--- src/rtl/core/bdq_pkg.sv ---
// Command and status codes shared by the bounded deque block.
package bdq_pkg;

  typedef enum logic [2:0] {
    CMD_PUSH_FRONT = 3'd0,
    CMD_PUSH_BACK  = 3'd1,
    CMD_POP_FRONT  = 3'd2,
    CMD_POP_BACK   = 3'd3,
    CMD_UPDATE     = 3'd4
  } cmd_t;

  typedef enum logic [1:0] {
    ST_DONE  = 2'd0,
    ST_FULL  = 2'd1,
    ST_EMPTY = 2'd2
  } status_t;

  localparam int unsigned DataW = 32;

endpackage

--- src/rtl/core/bounded_deque_with_update_top.sv ---
// Double-ended queue on a ring memory, with a sequenced match-and-replace walk.
//
// Usage: a command transaction (cmd, value, new_value) is taken on the input
// channel when in_valid and in_ready are both high. in_ready is high only
// while the block is idle, so one command is in flight at a time. Each
// command yields exactly one result transaction (status, front_value,
// back_value, entry_count) that describes the queue after the command.
// Push, pop and unused codes execute in S_EXEC and then read the front and
// back entries back from the ring memory through S_FETCH, S_FETCH_B and
// S_LAST before out_valid rises; S_FETCH_B and S_LAST are skipped, and both
// values are reported as zero, when the queue is left empty. The update
// command walks the stored entries front to back in S_UPD, one memory read
// per cycle with the compare and rewrite of the previous entry overlapped,
// and then reads the front and back entries in the same way. A new command
// is taken only after the result transaction of the last one has completed
// and the block is back in S_IDLE.
// A stalled receiver holds the block in its result state, out_valid high, and
// no new command is taken until then. Reset clears the head pointer and the
// count, giving an empty queue; the ring memory itself is not cleared.
module bounded_deque_with_update_top
  import bdq_pkg::*;
#(
  parameter int unsigned DEPTH = 16
) (
  input  logic                             clk,
  input  logic                             rst,
  input  logic                             in_valid,
  output logic                             in_ready,
  input  logic [2:0]                       cmd,
  input  logic signed [DataW-1:0]          value,
  input  logic signed [DataW-1:0]          new_value,
  output logic                             out_valid,
  input  logic                             out_ready,
  output logic [1:0]                       status,
  output logic signed [DataW-1:0]          front_value,
  output logic signed [DataW-1:0]          back_value,
  output logic [$clog2(DEPTH+1)-1:0]       entry_count
);

  localparam int unsigned AW = $clog2(DEPTH);
  localparam int unsigned CW = $clog2(DEPTH + 1);

  typedef enum logic [2:0] {
    S_IDLE,
    S_EXEC,
    S_UPD,
    S_FETCH,
    S_FETCH_B,
    S_LAST,
    S_RESP
  } state_t;

  state_t             state;
  logic [2:0]         cmd_reg;
  logic [DataW-1:0]   match_value;
  logic [DataW-1:0]   repl_value;
  logic [AW-1:0]      head;
  logic [CW-1:0]      count;
  logic [CW-1:0]      walk_cnt;
  logic [AW-1:0]      walk_slot;
  logic               pend;
  logic [AW-1:0]      pend_slot;

  logic [DataW-1:0]   mem [DEPTH];
  logic [DataW-1:0]   rd_data;
  logic               mem_we;
  logic [AW-1:0]      mem_waddr;
  logic [DataW-1:0]   mem_wdata;
  logic [AW-1:0]      mem_raddr;

  logic [AW-1:0]      head_dec;
  logic [AW-1:0]      head_inc;
  logic [AW-1:0]      walk_inc;
  logic [AW-1:0]      tail_slot;
  logic [AW-1:0]      last_slot;
  logic [CW-1:0]      count_dec;
  logic               is_full;
  logic               is_empty;
  logic               walk_issue;

  // Ring addition of two in-range offsets.
  function automatic logic [AW-1:0] ring_add(input logic [AW-1:0] a,
                                             input logic [AW-1:0] b);
    logic [AW:0] s;
    s = {1'b0, a} + {1'b0, b};
    if (s >= (AW+1)'(DEPTH)) begin
      s = s - (AW+1)'(DEPTH);
    end
    return s[AW-1:0];
  endfunction

  function automatic logic [AW-1:0] ring_inc(input logic [AW-1:0] a);
    return (a == AW'(DEPTH - 1)) ? '0 : a + AW'(1);
  endfunction

  assign head_dec   = (head == '0) ? AW'(DEPTH - 1) : head - AW'(1);
  assign head_inc   = ring_inc(head);
  assign walk_inc   = ring_inc(walk_slot);
  assign tail_slot  = ring_add(head, count[AW-1:0]);
  assign count_dec  = count - CW'(1);
  assign last_slot  = ring_add(head, count_dec[AW-1:0]);
  assign is_full    = (count == CW'(DEPTH));
  assign is_empty   = (count == '0);
  assign walk_issue = (walk_cnt != count);

  assign in_ready    = (state == S_IDLE);
  assign out_valid   = (state == S_RESP);
  assign entry_count = count;

  // Memory port control.
  always_comb begin
    mem_we    = 1'b0;
    mem_waddr = head_dec;
    mem_wdata = match_value;
    mem_raddr = walk_slot;
    unique case (state)
      S_EXEC: begin
        if (cmd_reg == CMD_PUSH_FRONT && !is_full) begin
          mem_we    = 1'b1;
          mem_waddr = head_dec;
        end else if (cmd_reg == CMD_PUSH_BACK && !is_full) begin
          mem_we    = 1'b1;
          mem_waddr = tail_slot;
        end
      end
      S_UPD: begin
        // rd_data holds the entry read in the previous cycle.
        if (pend && rd_data == match_value) begin
          mem_we    = 1'b1;
          mem_waddr = pend_slot;
          mem_wdata = repl_value;
        end
        mem_raddr = walk_slot;
      end
      S_FETCH:   mem_raddr = head;
      S_FETCH_B: mem_raddr = last_slot;
      default:   mem_raddr = walk_slot;
    endcase
  end

  always_ff @(posedge clk) begin
    if (mem_we) begin
      mem[mem_waddr] <= mem_wdata;
    end
    rd_data <= mem[mem_raddr];
  end

  always_ff @(posedge clk) begin
    if (rst) begin
      state <= S_IDLE;
      head  <= '0;
      count <= '0;
      pend  <= 1'b0;
    end else begin
      unique case (state)
        S_IDLE: begin
          if (in_valid) begin
            cmd_reg     <= cmd;
            match_value <= value;
            repl_value  <= new_value;
            state       <= S_EXEC;
          end
        end
        S_EXEC: begin
          status <= ST_DONE;
          state  <= S_FETCH;
          case (cmd_reg)
            CMD_PUSH_FRONT: begin
              if (is_full) begin
                status <= ST_FULL;
              end else begin
                head  <= head_dec;
                count <= count + CW'(1);
              end
            end
            CMD_PUSH_BACK: begin
              if (is_full) begin
                status <= ST_FULL;
              end else begin
                count <= count + CW'(1);
              end
            end
            CMD_POP_FRONT: begin
              if (is_empty) begin
                status <= ST_EMPTY;
              end else begin
                head  <= head_inc;
                count <= count_dec;
              end
            end
            CMD_POP_BACK: begin
              if (is_empty) begin
                status <= ST_EMPTY;
              end else begin
                count <= count_dec;
              end
            end
            CMD_UPDATE: begin
              walk_cnt  <= '0;
              walk_slot <= head;
              pend      <= 1'b0;
              state     <= S_UPD;
            end
            default: ;
          endcase
        end
        S_UPD: begin
          // Read one entry per cycle; the compare and write of the previous
          // entry happen in the same cycle through the memory control above.
          if (walk_issue) begin
            walk_cnt  <= walk_cnt + CW'(1);
            walk_slot <= walk_inc;
            pend      <= 1'b1;
            pend_slot <= walk_slot;
          end else begin
            pend  <= 1'b0;
            state <= S_FETCH;
          end
        end
        S_FETCH: begin
          if (is_empty) begin
            front_value <= '0;
            back_value  <= '0;
            state       <= S_RESP;
          end else begin
            state <= S_FETCH_B;
          end
        end
        S_FETCH_B: begin
          front_value <= rd_data;
          state       <= S_LAST;
        end
        S_LAST: begin
          back_value <= rd_data;
          state      <= S_RESP;
        end
        S_RESP: begin
          if (out_ready) begin
            state <= S_IDLE;
          end
        end
        default: state <= S_IDLE;
      endcase
    end
  end

endmodule

--- config.mk ---
export PLATFORM = sky130hd
export DESIGN_NAME = bounded_deque_with_update_top
export DESIGN_NICKNAME = d
export VERILOG_FILES = /design/src/rtl/core/bdq_pkg.sv /design/src/rtl/core/bounded_deque_with_update_top.sv
export SDC_FILE = /design/constraint.sdc
export NUM_CORES = 1
export LEC_CHECK = 0
export BUFFER_PORTS_ARGS = -buffer_cell sky130_fd_sc_hd__buf_2
export CAP_MARGIN = 5
export CORE_MARGIN = 8
export CORE_UTILIZATION = 60
export DETAILED_ROUTE_END_ITERATION = 8
export PLACE_DENSITY = 0.78
export SETUP_SLACK_MARGIN = 0.3
export SLEW_MARGIN = 5
export SYNTH_ARGS = -nofsm -noshare
export SYNTH_HDL_FRONTEND = slang
export SYNTH_SLANG_ARGS = --single-unit
--- constraint.sdc ---
create_clock -name clk -period 5.3 [get_ports clk]
set_input_delay 0.795 -clock clk [delete_from_list [all_inputs] [get_ports clk]]
set_output_delay 0.795 -clock clk [all_outputs]
set_load 0.02 [all_outputs]
# Word-level counts from Yosys, hierarchy flattened
# Memories as Yosys holds them, arrays and structs flattened. A register that Yosys moved wholly into a read port is not among the register bits.
# Cells that the tools add are included.
[totals]
register_bits = 159
mem_bits_rw = 512
out_inout_bits = 73
elab_cells = 122
mem_count = 1
[mem_list]
columns = ["name", "depth", "width", "rd", "rd_clocked_by_memory_dff", "wr", "line_no", "rtl"]
rows = [
  ["mem", 16, 32, 1, 1, 1, "bounded_deque_with_update_top.sv:64", "logic [DataW-1:0] mem [DEPTH];"],
]
[op_classes]
n_addsub = 10
n_lt_le_gt_ge = 2
eq_ne = 25
muxes = 45
bitwise_logic = 1
reduce_logical = 25
[op_table]
columns = ["operator", "count"]
rows = [
  ["32-bit case mux with 2 select lines", 2],
  ["32-bit two-way mux", 3],
  ["4-bit two-way mux", 12],
  ["32-bit == test", 1],
  ["4-bit case mux with 2 select lines", 4],
  ["3-bit case mux with 7 select lines", 1],
  ["5-bit two-way mux", 4],
  ["5-bit case mux with 2 select lines", 2],
  ["2-bit != test (second input constant)", 8],
  ["3-bit AND reduction", 5],
  ["3-bit by 2-bit == test with 1-bit output (second input constant)", 4],
  ["3-bit == test (second input constant)", 4],
  ["4-bit AND reduction", 3],
  ["4-bit by 1-bit subtractor with 4-bit output (second input constant)", 3],
  ["4-bit by 4-bit adder with 5-bit output", 2],
  ["5-bit by 1-bit adder with 5-bit output (second input constant)", 2],
  ["5-bit >= comparator (second input constant)", 2],
  ["2-bit nonzero test", 5],
  ["1-bit two-way mux", 9],
  ["3-bit two-way mux", 3],
  ["4-bit by 1-bit adder with 4-bit output (second input constant)", 2],
  ["4-bit == test (second input constant)", 2],
  ["3-bit by 1-bit == test with 1-bit output (second input constant)", 2],
  ["3-bit zero test", 2],
  ["14 further kinds", 21],
]

# Longest topological paths before layout
[depth]
ltp_word = 8
ltp_mapped = 13
ltp_nobuf = 11

# Worst setup path after synthesis
# Ideal clock, no wire load.
[synth_timing]
path_type = "register -> register"
startpoint = "register count[0], in the netlist entry_count[0]"
endpoint = "memory mem[3][0], enable pin"
setup_time_ns = 0.461
t_arrival_ns = 4.190
required_ns = 4.839
slack_ns = 0.649
path_stages_with_launch = 9
n_path_buf = 0
cell_sequence = "dfxtp_1 > inv_1 > ha_1 > nand4bb_1 > nand4_1 > nand2_1 > nor2_2 > a2111o_1 > nor3_1"
[synth_via]
elab_chain_cells = 8
elab_cells_between_ends = 16
[synth_rtl]
columns = ["element", "line_no", "rtl"]
rows = [
  ["start: declaration", "bounded_deque_with_update_top.sv:58", "logic [CW-1:0] count;"],
  ["start signal: assignment", "bounded_deque_with_update_top.sv:173", "count <= count + CW'(1);"],
  ["start signal: assignment", "bounded_deque_with_update_top.sv:180", "count <= count + CW'(1);"],
  ["start signal: assignment", "bounded_deque_with_update_top.sv:188", "count <= count_dec;"],
  ["branches (longest 8 deep; another with 4-bit by 4-bit adder with 5-bit output)", "n/a", ""],
  ["end: declaration", "bounded_deque_with_update_top.sv:64", ""],
]
# Several ways; the timed one is not identified.

# Worst setup path after layout
[layout_timing]
startpoint = "register state[1]"
endpoint = "memory mem[12][5], enable pin"
[layout_via]
elab_chain_cells = 4
elab_cells_between_ends = 6
[layout_rtl]
columns = ["element", "line_no", "rtl"]
rows = [
  ["start: declaration", "bounded_deque_with_update_top.sv:53", "state_t state;"],
  ["start signal: assignment", "bounded_deque_with_update_top.sv:150", "state <= S_IDLE;"],
  ["start signal: assignment", "bounded_deque_with_update_top.sv:161", "state <= S_EXEC;"],
  ["start signal: assignment", "bounded_deque_with_update_top.sv:166", "state <= S_FETCH;"],
  ["3-bit by 2-bit == test with 1-bit output / 3-bit by 1-bit == test with 1-bit output (equally long branches)", "bounded_deque_with_update_top.sv:116", "unique case (state)"],
  ["1-bit case mux with 2 select lines", "bounded_deque_with_update_top.sv:116", ""],
  ["1-bit two-way mux", "bounded_deque_with_update_top.sv:142", "if (mem_we) begin"],
  ["1-bit two-way mux (implied by the code)", "bounded_deque_with_update_top.sv:143", "mem[mem_waddr] <= mem_wdata;"],
]
# Parallel ways exist; a longest one is shown, timed or not.

==> results.sh <==
export IMPL_timing_rr_end="mem[12][5]$_DFFE_PP_"
export IMPL_regMostFlops="mem"
export IMPL_cts_max_path_buffers=3
export IMPL_rsz0062_at_grt="false"
export IMPL_start_util_pct=60.7
export IMPL_grt_use_met2_pct=37.8
export IMPL_finalSetupTns_ns=0
export IMPL_reg2reg_from="state[1]$_SDFFE_PP0P_"
export IMPL_seqCellArea_sq_um=20700
export IMPL_multi_input_area_sq_um=7220
export IMPL_grtUsageMet3_pct=7.61
export IMPL_cp_max_fo=33
export IMPL_slowest_delay_ns=0.74
export IMPL_grt_max_degree=83
export IMPL_cp_cell_sequence="nor2b_4, nand2b_1, nor4_4, and3_2, buf_4, a2111oi_4, nor3_2, buf_4"
export IMPL_syn_to_final_growth_pct=13.9
export IMPL_drt_initial_drc_count=2298
export IMPL_postSynth_asyncResetShare_pct=0
export IMPL_period_minus_slack_ns=4.25
export IMPL_syn_num_nets=1820
export IMPL_drc=0
export IMPL_cts_buffers=70
export IMPL_syn_area_sq_um=28300
export IMPL_grt_usage_pct=27.0
export IMPL_fin_crit_sh_pct=80.2
export IMPL_final_nets=1980
export IMPL_dp_hpwl_um=47100
export IMPL_leakage_nw=11.2
export IMPL_met1_usage_pct=40.3
export IMPL_dr_pass1_iters=5
export IMPL_final_area_sq_um=32200
export IMPL_synth_edf_count=658
export IMPL_vias_per_cell=6.46
export IMPL_drive_above_1_share_pct=22.8
export IMPL_regToRegSetupSlack_ns=1.05
export IMPL_status="complete, no violations"
export IMPL_synth_seq_cells=703
export IMPL_cts_tree="done"
export IMPL_critPathKind="register to register"
export IMPL_io_buffers=143
export IMPL_grt_pass1_wl_um=107000
export IMPL_grt_overflow=0
export IMPL_critical_path_required_ns=5.52
export IMPL_hold_viol_final=0
export IMPL_root_buffer="clkbuf_16"
export IMPL_die_y_um=233
export IMPL_slowest_stage="dfxtp_1"
export IMPL_ios=144
export IMPL_setup_viol=0
export IMPL_place_area_sq_um=29800
export IMPL_n_antenna_cell=0
export IMPL_postRouteWirelength_um=73500
export IMPL_worst_hold_path_type="primary input to register"
export IMPL_synth_top_flop_cell="edfxtp_1"
export IMPL_syn_avg_cell_area_sq_um=16.3
export IMPL_yosysUniqueCellTypes=66
export IMPL_core_area_sq_um=46600
export IMPL_fillCellCount=2938
export IMPL_cp_num_cells=8
export IMPL_crit_path_end_kind="register"
export IMPL_r2r_cells=8
export IMPL_fin_worst_skew_ns=0.0308
export IMPL_ys_warn_count=0
export IMPL_cp_common_cell="buf_4"
export IMPL_gp_congestion=0.986
export IMPL_hold_path_endpoint="repl_value[19]$_DFFE_PP_"
export IMPL_worstHoldPathCells=1
export IMPL_seq_area_frac_synth_pct=73.1
export IMPL_clk_pin_slew_ns=0.06
export IMPL_cts_setup_buffers=0
export IMPL_final_util_pct=69.1
export IMPL_vdd_drop_max_v=0.000499
export IMPL_wl_per_cell_um=28.7
export IMPL_worst_pin_slew_ns=1.15
export IMPL_insertion_delay_ns=0.61
export IMPL_die_w_um=233
export IMPL_antenna_found_initial=1
export IMPL_yosys_area_top_type="edfxtp_1"
export IMPL_power_density_nw_per_um2=504
export IMPL_cts_sinks=703
export IMPL_relSlewSlack_pct=23.4
export IMPL_worst_setup_path_start_kind="register"
export IMPL_synth_top_cell_area_share_pct=69.9
export IMPL_largest_register_ffs=512
export IMPL_synth_area_top_cells="edfxtp_1 (70%), mux2i_1 (5.0%), mux2_2 (4.6%), o211ai_1 (3.3%), dfxtp_1 (3.2%)"
export IMPL_max_freq_ghz=0.235
export IMPL_dieArea_sq_um=54300
export IMPL_hp_start="new_value[19]"
export IMPL_path_delay_family="simple AND/OR/NAND/NOR gates"
export IMPL_synthCells=1734
export IMPL_grt_busiest_layer="met1"
export IMPL_critPathBufInv=2
export IMPL_drv_slew=0
export IMPL_ant_nets=0
export IMPL_cap_violations=0
export IMPL_htreeDepth=3
export IMPL_cts_resized=0
export IMPL_cp_data_arrival_time_ns=4.47
export IMPL_cts_hold_buffers_added=0
export IMPL_dr_total_vias=16500
export IMPL_grt_pass1_vias=16000
export IMPL_num_rows=79
==> metrics by stage <==
stage          hold slack, ns  cells  setup slack (ns)  total power (W)
2_1_floorplan           0.458   1734             0.649          0.00962
4_1_cts                 0.340   2557              1.14           0.0162
3_5_place_dp            0.575   2428              1.19           0.0112
3_3_place_gp            0.568   2428              1.27           0.0111
6_report                0.356   2558              1.05           0.0162
5_1_grt                 0.348   2558             0.900           0.0167
==> logic make-up after synthesis <==
logic type / count (synthesis) / synth area share (%)
AOI/OAI and AO/OA: 190 / 4.81
DFF: 703 / 73.1
muxes: 297 / 11.2
and+or+nand+nor: 363 / 6.53
xor gates and xnor gates: 56 / 1.76
adders and majority gates: 15 / 0.717
buffers and inverters: 110 / 1.87
==> cells in the mapped netlist (2+ instances only) <==
master and count:
buf_2 25, buf_1 2, nor4_1 3, buf_4 20, mux2i_1 140, a31oi_1 5, xor2_1 11, nand3_1 13
a21oi_1 19, nand2_1 143, or4_1 2, o21ai_1 3, nand2b_1 5, nor4b_1 2, nor2_1 36, nor2b_1 2
a211oi_1 2, edfxtp_1 658, and3_1 34, o21ai_0 18, and2_1 34, nor3b_1 5, ha_1 13, fa_1 2
clkbuf_1 50, xnor2_1 44, mux2_2 115, mux2_1 42, dfxtp_1 45, a21o_1 3, nor3_1 25, inv_1 10
o211ai_1 125, o31ai_1 2, nor3b_2 2, nand4_1 44
==> per-layer routing <==
metal	routed length, um	part of all wire, %
met5	0	0
met4	2180	3.0
met3	10100	14
met2	31500	43
met1	29700	40
==> worst reg2reg max path, cell delays in order, from the launching register on <==
cell and delay (ns):
dfxtp_1 0.74, nor2b_4 0.29, nand2b_1 0.36, nor4_4 0.65, and3_2 0.30, buf_4 0.51, a2111oi_4 0.26, nor3_2 0.27
buf_4 0.47
==> worst max path at each step <==
stage | from | endpoint | slack, ns
after floorplan | entry_count[0]$_SDFFE_PP0P_ | mem[3][0]$_DFFE_PP_ | 0.65
after global placement | state[1]$_SDFFE_PP0P_ | mem[13][11]$_DFFE_PP_ | 1.27
after detailed placement | state[1]$_SDFFE_PP0P_ | mem[15][12]$_DFFE_PP_ | 1.19
after CTS | state[1]$_SDFFE_PP0P_ | mem[12][5]$_DFFE_PP_ | 1.14
after global routing | state[1]$_SDFFE_PP0P_ | mem[12][5]$_DFFE_PP_ | 0.90
final | state[1]$_SDFFE_PP0P_ | mem[12][5]$_DFFE_PP_ | 1.05
==> cell type report <==
class	instances	area share [%]
sequential	703	64.2
clock buffer	91	5.98
timing repair buffer	187	3.62
multi-input combinational	921	22.4
tap	607	2.36
clock inverter	38	1.28
inverter	11	0.128
==> report_power, final <==
part	internal, W	switching, W	leakage [nW]
Combinational	0.00149	0.00280	3.76
Sequential	0.00655	0.000361	6.30
Clock	0.00296	0.00206	1.14
Total	0.0110	0.00521	11.2
==> cell usage in the layout, fill, tap and decap left out, types with 9 or more instances in the layout <==
| master | synthesis | routed |
|---|---|---|
| a21oi_1 | 19 | 18 |
| and2_1 | 34 | 35 |
| and3_1 | 34 | 33 |
| buf_2 | 25 | 143 |
| buf_4 | 20 | 35 |
| clkbuf_1 | 50 | 14 |
| clkbuf_16 | 0 | 72 |
| clkinv_1 | 0 | 10 |
| clkinv_2 | 0 | 12 |
| dfxtp_1 | 45 | 44 |
| edfxtp_1 | 658 | 658 |
| ha_1 | 13 | 13 |
| inv_1 | 10 | 10 |
| mux2_1 | 42 | 42 |
| mux2_2 | 115 | 115 |
| mux2i_1 | 140 | 140 |
| nand2_1 | 143 | 143 |
| nand3_1 | 13 | 13 |
| nand4_1 | 44 | 44 |
| nor2_1 | 36 | 34 |
| nor3_1 | 25 | 9 |
| nor3_2 | 0 | 16 |
| o211ai_1 | 125 | 125 |
| o21ai_0 | 18 | 18 |
| xnor2_1 | 44 | 44 |
| xor2_1 | 11 | 11 |
Note: power is estimated with default switching activity, not from simulation.
